**src/prsf_pkg.sv**
```systemverilog
// Shared codes and constants of the pressure response scale and filter unit.
`timescale 1ns / 1ps
package prsf_pkg;

  typedef enum logic [1:0] {
    CMD_READ   = 2'd0,
    CMD_FILT   = 2'd1,
    CMD_CAL    = 2'd2,
    CMD_FRESET = 2'd3
  } cmd_t;

  typedef enum logic [2:0] {
    STAT_OK      = 3'd0,
    STAT_TIMEOUT = 3'd1,
    STAT_SHORT   = 3'd2,
    STAT_ADDR    = 3'd3,
    STAT_FUNC    = 3'd4,
    STAT_COUNT   = 3'd5
  } stat_t;

  localparam logic [1:0] REG_SLAVE_ADDR = 2'd0;
  localparam logic [1:0] REG_DECIMALS   = 2'd1;
  localparam logic [1:0] REG_ALPHA      = 2'd2;

  localparam logic [7:0]  SLAVE_ADDR_RST = 8'd2;
  localparam logic [1:0]  DECIMALS_RST   = 2'd3;
  // 0.469 in unsigned Q0.16
  localparam logic [15:0] ALPHA_RST      = 16'd30736;

  localparam logic [7:0] FUNC_READ  = 8'h03;
  localparam logic [7:0] DATA_BYTES = 8'd2;
  localparam logic [4:0] MIN_RX     = 5'd5;
  localparam logic [4:0] MIN_FRAME  = 5'd7;

  localparam int DEN_W = 10;

  function automatic logic [DEN_W-1:0] pow10(input logic [1:0] d);
    logic [DEN_W-1:0] p;
    unique case (d)
      2'd0: p = 10'd1;
      2'd1: p = 10'd10;
      2'd2: p = 10'd100;
      default: p = 10'd1000;
    endcase
    return p;
  endfunction

endpackage

```
**src/prsf_div.sv**
```systemverilog
// Bit-serial restoring divider, one quotient bit per cycle.
`timescale 1ns / 1ps
module prsf_div #(
  parameter int NW = 32
) (
  input  logic                        clk,
  input  logic                        rst,
  input  logic                        start,
  input  logic [NW-1:0]               num,
  input  logic [prsf_pkg::DEN_W-1:0]  den,
  output logic                        done,
  output logic [NW-1:0]               quot
);
  import prsf_pkg::*;

  localparam int CW = $clog2(NW + 1);

  logic              busy;
  logic [CW-1:0]     cnt;
  logic [DEN_W-1:0]  rem;
  logic [DEN_W-1:0]  dsr;
  logic [DEN_W:0]    rem_sh;
  logic              qbit;
  logic [DEN_W:0]    rem_diff;

  assign rem_sh   = {rem, quot[NW-1]};
  assign qbit     = (rem_sh >= {1'b0, dsr});
  assign rem_diff = rem_sh - {1'b0, dsr};

  always_ff @(posedge clk) begin
    if (rst) begin
      busy <= 1'b0;
      done <= 1'b0;
      cnt  <= '0;
    end else begin
      done <= 1'b0;
      if (start) begin
        busy <= 1'b1;
        cnt  <= CW'(NW);
      end else if (busy) begin
        cnt <= cnt - 1'b1;
        if (cnt == CW'(1)) begin
          busy <= 1'b0;
          done <= 1'b1;
        end
      end
    end
  end

  // dividend shifts out the top while quotient bits shift in at the bottom
  always_ff @(posedge clk) begin
    if (start) begin
      quot <= num;
      rem  <= '0;
      dsr  <= den;
    end else if (busy) begin
      quot <= {quot[NW-2:0], qbit};
      rem  <= qbit ? rem_diff[DEN_W-1:0] : rem_sh[DEN_W-1:0];
    end
  end

endmodule

```
**src/pressure_response_scale_filter_unit.sv**
```systemverilog
// Top level: response check, scaling sequencer, offset and low-pass filter.
`timescale 1ns / 1ps
// One request in, one result out. A failed read or a filter reset goes from idle
// straight to S_DONE; a good read passes through S_DIV and S_CORR, and a primed
// filtered read also through S_MUL and S_ADD, before S_DONE. S_DONE loads the result
// register once the output is free. The bit-serial divider scales the raw value by
// 1/10^decimals at one quotient bit per cycle. s_axis_tready is high only while the
// sequencer is idle, and the sequencer goes idle again on the cycle after the load. A
// request therefore holds the block until its result is loaded, which also waits while
// the previous result still holds the result register. The result register lets a new
// request in while the last result waits.
module pressure_response_scale_filter_unit #(
  parameter int FRAC_BITS = 16
) (
  input  logic                        clk,
  input  logic                        rst,
  input  logic                        s_axis_tvalid,
  output logic                        s_axis_tready,
  // transfer_ok[0], rx_len[5:1], resp_addr[13:6], resp_func[21:14],
  // resp_count[29:22], data_high[37:30], data_low[45:38], zero fill
  input  logic [47:0]                 s_axis_tdata,
  // cmd[1:0]
  input  logic [1:0]                  s_axis_tuser,
  output logic                        m_axis_tvalid,
  input  logic                        m_axis_tready,
  // pressure_value[31:0], filtered_value[63:32], failed_reads[95:64],
  // good_reads[127:96]
  output logic [127:0]                m_axis_tdata,
  // status[2:0]
  output logic [2:0]                  m_axis_tuser,
  input  logic                        cfg_valid,
  output logic                        cfg_ready,
  input  logic [1:0]                  cfg_index,
  input  logic [15:0]                 cfg_data
);
  import prsf_pkg::*;

  localparam int NW = 16 + FRAC_BITS;
  localparam int EW = (NW > 32) ? NW + 1 : 33;

  typedef enum logic [5:0] {
    S_IDLE = 6'b000001,
    S_DIV  = 6'b000010,
    S_CORR = 6'b000100,
    S_MUL  = 6'b001000,
    S_ADD  = 6'b010000,
    S_DONE = 6'b100000
  } state_t;

  state_t state, state_next;

  logic [7:0]  dev_addr;
  logic [1:0]  dec_digits;
  logic [15:0] filt_coef;

  logic signed [31:0] offset_value;
  logic signed [31:0] last_pressure;
  logic signed [31:0] filter_value;
  logic               filter_primed;
  logic [31:0]        fail_total;
  logic [31:0]        ok_total;

  cmd_t               cmd;
  stat_t              status;
  stat_t              in_status;
  logic               neg;
  logic signed [31:0] scaled;
  logic signed [49:0] prod;

  // input fields
  logic        transfer_ok;
  logic [4:0]  rx_len;
  logic [7:0]  resp_addr, resp_func, resp_count;
  logic [15:0] raw;
  logic [15:0] mag;

  assign transfer_ok = s_axis_tdata[0];
  assign rx_len      = s_axis_tdata[5:1];
  assign resp_addr   = s_axis_tdata[13:6];
  assign resp_func   = s_axis_tdata[21:14];
  assign resp_count  = s_axis_tdata[29:22];
  assign raw         = {s_axis_tdata[37:30], s_axis_tdata[45:38]};
  assign mag         = raw[15] ? 16'(~raw + 16'd1) : raw;

  always_comb begin
    priority if (!transfer_ok || rx_len < MIN_RX) in_status = STAT_TIMEOUT;
    else if (rx_len < MIN_FRAME)                 in_status = STAT_SHORT;
    else if (resp_addr != dev_addr)              in_status = STAT_ADDR;
    else if (resp_func != FUNC_READ)             in_status = STAT_FUNC;
    else if (resp_count != DATA_BYTES)           in_status = STAT_COUNT;
    else                                         in_status = STAT_OK;
  end

  logic                  in_acc;
  logic                  div_start;
  logic                  div_done;
  logic [NW-1:0]         div_num;
  logic [DEN_W-1:0]      div_den;
  logic [NW-1:0]         quot;

  assign in_acc    = s_axis_tvalid && s_axis_tready;
  assign div_den   = pow10(dec_digits);
  // rounding half of the divisor added up front: ties go away from zero
  assign div_num   = NW'({mag, {FRAC_BITS{1'b0}}}) + NW'(div_den >> 1);
  assign div_start = in_acc && (cmd_t'(s_axis_tuser) != CMD_FRESET) && (in_status == STAT_OK);

  prsf_div #(.NW(NW)) u_div (
    .clk   (clk),
    .rst   (rst),
    .start (div_start),
    .num   (div_num),
    .den   (div_den),
    .done  (div_done),
    .quot  (quot)
  );

  // signed saturation of the magnitude quotient
  logic [EW-1:0]      qx;
  logic signed [31:0] scaled_next;

  assign qx = EW'(quot);

  always_comb begin
    if (!neg) begin
      scaled_next = (qx > EW'(32'h7FFF_FFFF)) ? 32'sh7FFF_FFFF : $signed(qx[31:0]);
    end else begin
      scaled_next = (qx > EW'(32'h8000_0000)) ? 32'sh8000_0000
                                               : $signed(32'(~qx[31:0] + 32'd1));
    end
  end

  // offset correction
  logic signed [32:0] corr;
  logic signed [31:0] x_sat;

  assign corr  = 33'(scaled) - 33'(offset_value);
  assign x_sat = (corr > 33'sd2147483647)  ? 32'sh7FFF_FFFF :
                 (corr < -33'sd2147483648) ? 32'sh8000_0000 : corr[31:0];

  // filter step
  logic signed [32:0] fdiff;
  logic signed [49:0] rnd;
  logic signed [34:0] fsum;
  logic signed [31:0] f_sat;

  assign fdiff = 33'(last_pressure) - 33'(filter_value);
  assign rnd   = prod + 50'sd32768;
  assign fsum  = 35'(filter_value) + 35'($signed(rnd[49:16]));
  assign f_sat = (fsum > 35'sd2147483647)  ? 32'sh7FFF_FFFF :
                 (fsum < -35'sd2147483648) ? 32'sh8000_0000 : fsum[31:0];

  logic out_free;
  assign out_free      = !m_axis_tvalid || m_axis_tready;
  assign s_axis_tready = (state == S_IDLE);
  assign cfg_ready     = 1'b1;

  always_comb begin
    state_next = state;
    unique case (state)
      S_IDLE: begin
        if (in_acc) state_next = div_start ? S_DIV : S_DONE;
      end
      S_DIV: begin
        if (div_done) state_next = S_CORR;
      end
      S_CORR: begin
        state_next = (cmd == CMD_FILT && filter_primed) ? S_MUL : S_DONE;
      end
      S_MUL:  state_next = S_ADD;
      S_ADD:  state_next = S_DONE;
      S_DONE: begin
        if (out_free) state_next = S_IDLE;
      end
      default: state_next = S_IDLE;
    endcase
  end

  always_ff @(posedge clk) begin
    if (rst) begin
      state          <= S_IDLE;
      dev_addr       <= SLAVE_ADDR_RST;
      dec_digits     <= DECIMALS_RST;
      filt_coef      <= ALPHA_RST;
      offset_value   <= '0;
      last_pressure  <= '0;
      filter_value   <= '0;
      filter_primed  <= 1'b0;
      fail_total     <= '0;
      ok_total       <= '0;
      m_axis_tvalid  <= 1'b0;
    end else begin
      state <= state_next;

      if (cfg_valid && cfg_ready) begin
        unique case (cfg_index)
          REG_SLAVE_ADDR: dev_addr   <= cfg_data[7:0];
          REG_DECIMALS:   dec_digits <= cfg_data[1:0];
          REG_ALPHA:      filt_coef  <= cfg_data;
          default: ;
        endcase
      end

      if (in_acc) begin
        if (cmd_t'(s_axis_tuser) == CMD_FRESET) begin
          filter_value  <= '0;
          filter_primed <= 1'b0;
        end else if (in_status != STAT_OK) begin
          fail_total <= fail_total + 32'd1;
        end
      end

      if (state == S_CORR) begin
        last_pressure <= x_sat;
        ok_total      <= ok_total + 32'd1;
        if (cmd == CMD_CAL) begin
          offset_value <= scaled;
        end else if (cmd == CMD_FILT && !filter_primed) begin
          filter_value  <= x_sat;
          filter_primed <= 1'b1;
        end
      end

      if (state == S_ADD) filter_value <= f_sat;

      if (state == S_DONE && out_free) m_axis_tvalid <= 1'b1;
      else if (m_axis_tready)          m_axis_tvalid <= 1'b0;
    end
  end

  // payload registers
  always_ff @(posedge clk) begin
    if (in_acc) begin
      cmd    <= cmd_t'(s_axis_tuser);
      status <= (cmd_t'(s_axis_tuser) == CMD_FRESET) ? STAT_OK : in_status;
      neg    <= raw[15];
    end
    if (state == S_DIV && div_done) scaled <= scaled_next;
    if (state == S_MUL) prod <= 50'(fdiff) * 50'($signed({1'b0, filt_coef}));
    if (state == S_DONE && out_free) begin
      m_axis_tdata <= {ok_total, fail_total, filter_value, last_pressure};
      m_axis_tuser <= status;
    end
  end

endmodule

```
**config.mk**
```make
export PLATFORM = sky130hd
export DESIGN_NAME = pressure_response_scale_filter_unit
export DESIGN_NICKNAME = d
export VERILOG_FILES = /design/src/prsf_pkg.sv /design/src/prsf_div.sv /design/src/pressure_response_scale_filter_unit.sv
export SDC_FILE = /design/constraint.sdc
export NUM_CORES = 2
export LEC_CHECK = 0
export BUFFER_PORTS_ARGS = -buffer_cell sky130_fd_sc_hd__buf_2
export CAP_MARGIN = 0
export CORE_MARGIN = 2
export CORE_UTILIZATION = 64
export CTS_CLUSTER_SIZE = 16
export DETAILED_ROUTE_END_ITERATION = 7
export MAX_ROUTING_LAYER = met4
export PLACE_DENSITY = 0.83
export SLEW_MARGIN = 10
export SYNTH_ARGS = -nofsm -noshare
export SYNTH_HDL_FRONTEND = slang
export SYNTH_SLANG_ARGS = --single-unit
```
**constraint.sdc**
```tcl
create_clock -name clk -period 11.77 [get_ports clk]
set_input_delay 0.5885 -clock clk [delete_from_list [all_inputs] [get_ports clk]]
set_output_delay 0.5885 -clock clk [all_outputs]
set_load 0.03 [all_outputs]
```
==> flow_metrics.tcl <==
set metrics [dict create \
    maxSlewViolCount 0 \
    setup.worst_path.start_class "register" \
    cts.reportedPaths.clkPinSlew_ns 0.07 \
    postSynth.asyncResetShare 0 \
    sequential_share_of_the_synthesized_area 0.275 \
    grt_setup_unrepaired "false" \
    layoutNonFillerInstCount 5566 \
    placed_cells_incl_taps 5486 \
    track_usage 0.322 \
    slowest_delay_ns 0.89 \
    postSynthRegisterBits 454 \
    fin_crit_ns 10.47 \
    placement_rows 93 \
    clock_skew_ns 0.0204 \
    clk_latency_ns 0.57 \
    dominantRegCellSynth "sky130_fd_sc_hd__edfxtp_1" \
    number_of_optimization_iterations_in_the_first_detailed_route_pass 6 \
    detailed_place_hpwl_mm 75.9 \
    io_pins 207 \
    synthesis.area_per_instance_um2 9.13 \
    initial_utilization 0.648 \
    post_drt_via_cell_ratio 5.89 \
    final_util 0.699 \
    synth-edff-count 242 \
    worstMarginPinSlew_ns 1.18 \
    result_of_the_run "complete, no violations" \
    route.antenna.remaining_nets 0 \
    post-place-ws_ns 1.50 \
    finish.net_count 5485 \
    maxCapViolations 0 \
    cts_resized 0 \
    hold_path_class "primary input to register" \
    endpoint_kind "register" \
    grt_pass1_wl_mm 169 \
    synth_nets 5391 \
    antenna_found_initial 0 \
    leakagePower_nw 20.1 \
    cts_tree "yes" \
    most-common-layout-cells "733 x sky130_fd_sc_hd__inv_1, 704 x sky130_fd_sc_hd__nand2_1, 505 x sky130_fd_sc_hd__fa_1" \
    gp_routability_congestion 0.923 \
    layout-area-overhead-vs-synth_pct 7.87 \
    tritoncts.num_buffers 43 \
    layout.cells.most_common "sky130_fd_sc_hd__inv_1" \
    power_density_nw_per_um2 74.1 \
    die_width_um 260 \
    path_class "register to register" \
    fp.coreArea_um2 64600 \
    timing.fmax_ghz 0.0955 \
    detailroute.via_count 32800 \
    maxSlewHeadroom 0.211 \
    postRouteWirelength_mm 103 \
    critical-path-top-delay-family "adder cells" \
    synthCells 4582 \
    crit_path_top_delay_cell "sky130_fd_sc_hd__xnor2_2" \
    cp.required_ns 12.06 \
    wl_per_cell_um 18.5 \
    first_global_vias 33000 \
    gr-total-overflow 0 \
    timing_hold_violations_final 0 \
    die_area_um2 67400 \
    drt_iter0_drc 2763 \
    clockRootBuffer "sky130_fd_sc_hd__clkbuf_16" \
    htree_levels 2 \
    finalSetupViolations 0 \
    critical_path_fanouts_max 16 \
    drt_drc_violations_left 0 \
    grt_max_degree 92 \
    crit_path_most_repeated_cell "sky130_fd_sc_hd__fa_1" \
    synth_cell_types 88 \
    antennaDiodeCount 0 \
    post-cts-setup-buffer-count 0 \
    max-clock-path-buffers 3 \
    fin_tns_setup_ns 0 \
    port_buffers 203 \
    final_clock_period_utilization_by_the_worst_path 0.890 \
    post_cts_hold_buffer_count 0 \
    numClockSinks 454 \
    crit_arrival_ns 10.77 \
    chipHeight_um 260 \
    post_synth_instance_area_um2 41800 \
    worst-path-buf-inv 4 \
    yosysWarnings 0 \
    max-vdd-ir-drop_mv 0.0739 \
    final_layout_size_suffix_gt1_frac 0.0847 \
    fin_ws_ns 1.30 \
]
## kinds of logic after synthesis
logic type               synth area share
XOR/XNOR                           0.0503
other                           0.0000896
AND/OR/NAND/NOR                     0.163
buffers and inverters              0.0844
multiplexers                      0.00482
AO/OA/AOI/OAI                       0.110
flip-flops                          0.275
adder cells (fa/ha/maj)             0.312
## power by group
| group | switching [mW] | leakage [nW] | internal, mW | total [mW] |
|---|---|---|---|---|
| Clock | 0.619 | 0.698 | 0.771 | 1.39 |
| Sequential | 0.0314 | 3.89 | 1.70 | 1.73 |
| Combinational | 0.156 | 15.5 | 0.0667 | 0.223 |
## synthesized netlist by cell type, types with 17 or more instances
cell,number,area [um2]
sky130_fd_sc_hd__nand4_1,31,194
sky130_fd_sc_hd__nand2_1,704,2640
sky130_fd_sc_hd__o21a_1,24,180
sky130_fd_sc_hd__o21bai_1,17,128
sky130_fd_sc_hd__nor2b_1,42,263
sky130_fd_sc_hd__or3_1,25,156
sky130_fd_sc_hd__mux2i_1,19,190
sky130_fd_sc_hd__xnor2_1,137,1200
sky130_fd_sc_hd__o311ai_0,26,228
sky130_fd_sc_hd__a211oi_1,21,158
sky130_fd_sc_hd__a21oi_1,274,1370
sky130_fd_sc_hd__inv_1,733,2750
sky130_fd_sc_hd__fa_1,505,10100
sky130_fd_sc_hd__ha_1,231,2890
sky130_fd_sc_hd__clkbuf_1,182,683
sky130_fd_sc_hd__nand2b_1,32,200
sky130_fd_sc_hd__edfxtp_1,242,7270
sky130_fd_sc_hd__dfxtp_1,212,4240
sky130_fd_sc_hd__nand3_1,66,330
sky130_fd_sc_hd__a311oi_1,28,245
sky130_fd_sc_hd__and3_1,30,188
sky130_fd_sc_hd__o21ai_0,174,871
sky130_fd_sc_hd__xor2_1,103,902
sky130_fd_sc_hd__and2_1,200,1250
sky130_fd_sc_hd__a21o_1,51,383
sky130_fd_sc_hd__nor3_1,38,190
sky130_fd_sc_hd__nor2_1,205,769
## routing by layer
layer | share of wire | global-route usage | wire, um
met5 | 0 | - | 0
met2 | 0.48 | 0.524 | 49500
met4 | 0.040 | 0.112 | 4070
met3 | 0.076 | 0.0402 | 7780
met1 | 0.40 | 0.419 | 41600
## worst min-delay path, cell delays in order
cell and delay [ns]:
sky130_fd_sc_hd__buf_2 0.07, sky130_fd_sc_hd__nand2_1 0.04, sky130_fd_sc_hd__nand3_1 0.06
## registers in the layout, indices dropped and copies added (netlist names), 2 cells and up
name,flops
cmd,2
dec_digits,2
dev_addr,8
fail_total,32
filt_coef,16
filter_value,32
last_pressure,32
m_axis_tdata,128
m_axis_tuser,3
offset_value,32
ok_total,32
prod,35
scaled,32
state,6
status,3
u_div.cnt,6
u_div.dsr,6
u_div.quot,32
u_div.rem,10
## final timing paths
kind | start | endpoint | slack (ns) | cells after the start
setup / recovery | last_pressure[0] | prod[49] | 1.30 | 32
hold / removal | cfg_data[14] | filt_coef[14] | 0.23 | 3
setup reg to reg | last_pressure[0] | prod[49] | 1.30 | 32
hold reg to reg | status[2] | m_axis_tuser[2] | 0.42 | 0
## final cells by class
class / count / area (um2)
multi-input cells: 3195 / 27000
clock buffers: 53 / 1190
repair buffers: 249 / 1360
clock inverters: 27 / 223
well taps: 855 / 1070
flip-flops and latches: 454 / 11500
fillers: 4818 / 19500
inverters: 733 / 2750
## metrics by stage
step                      total power [mW]  instance area, um2  hold slack (ns)
after floorplan                       1.90               41800            0.400
after global placement                1.98               43700            0.403
after detailed placement              1.98               43700            0.408
after CTS                             3.35               45100            0.218
after global routing                  3.44               45100            0.222
final                                 3.34               45100            0.226
(Power assumes the default switching activity.)
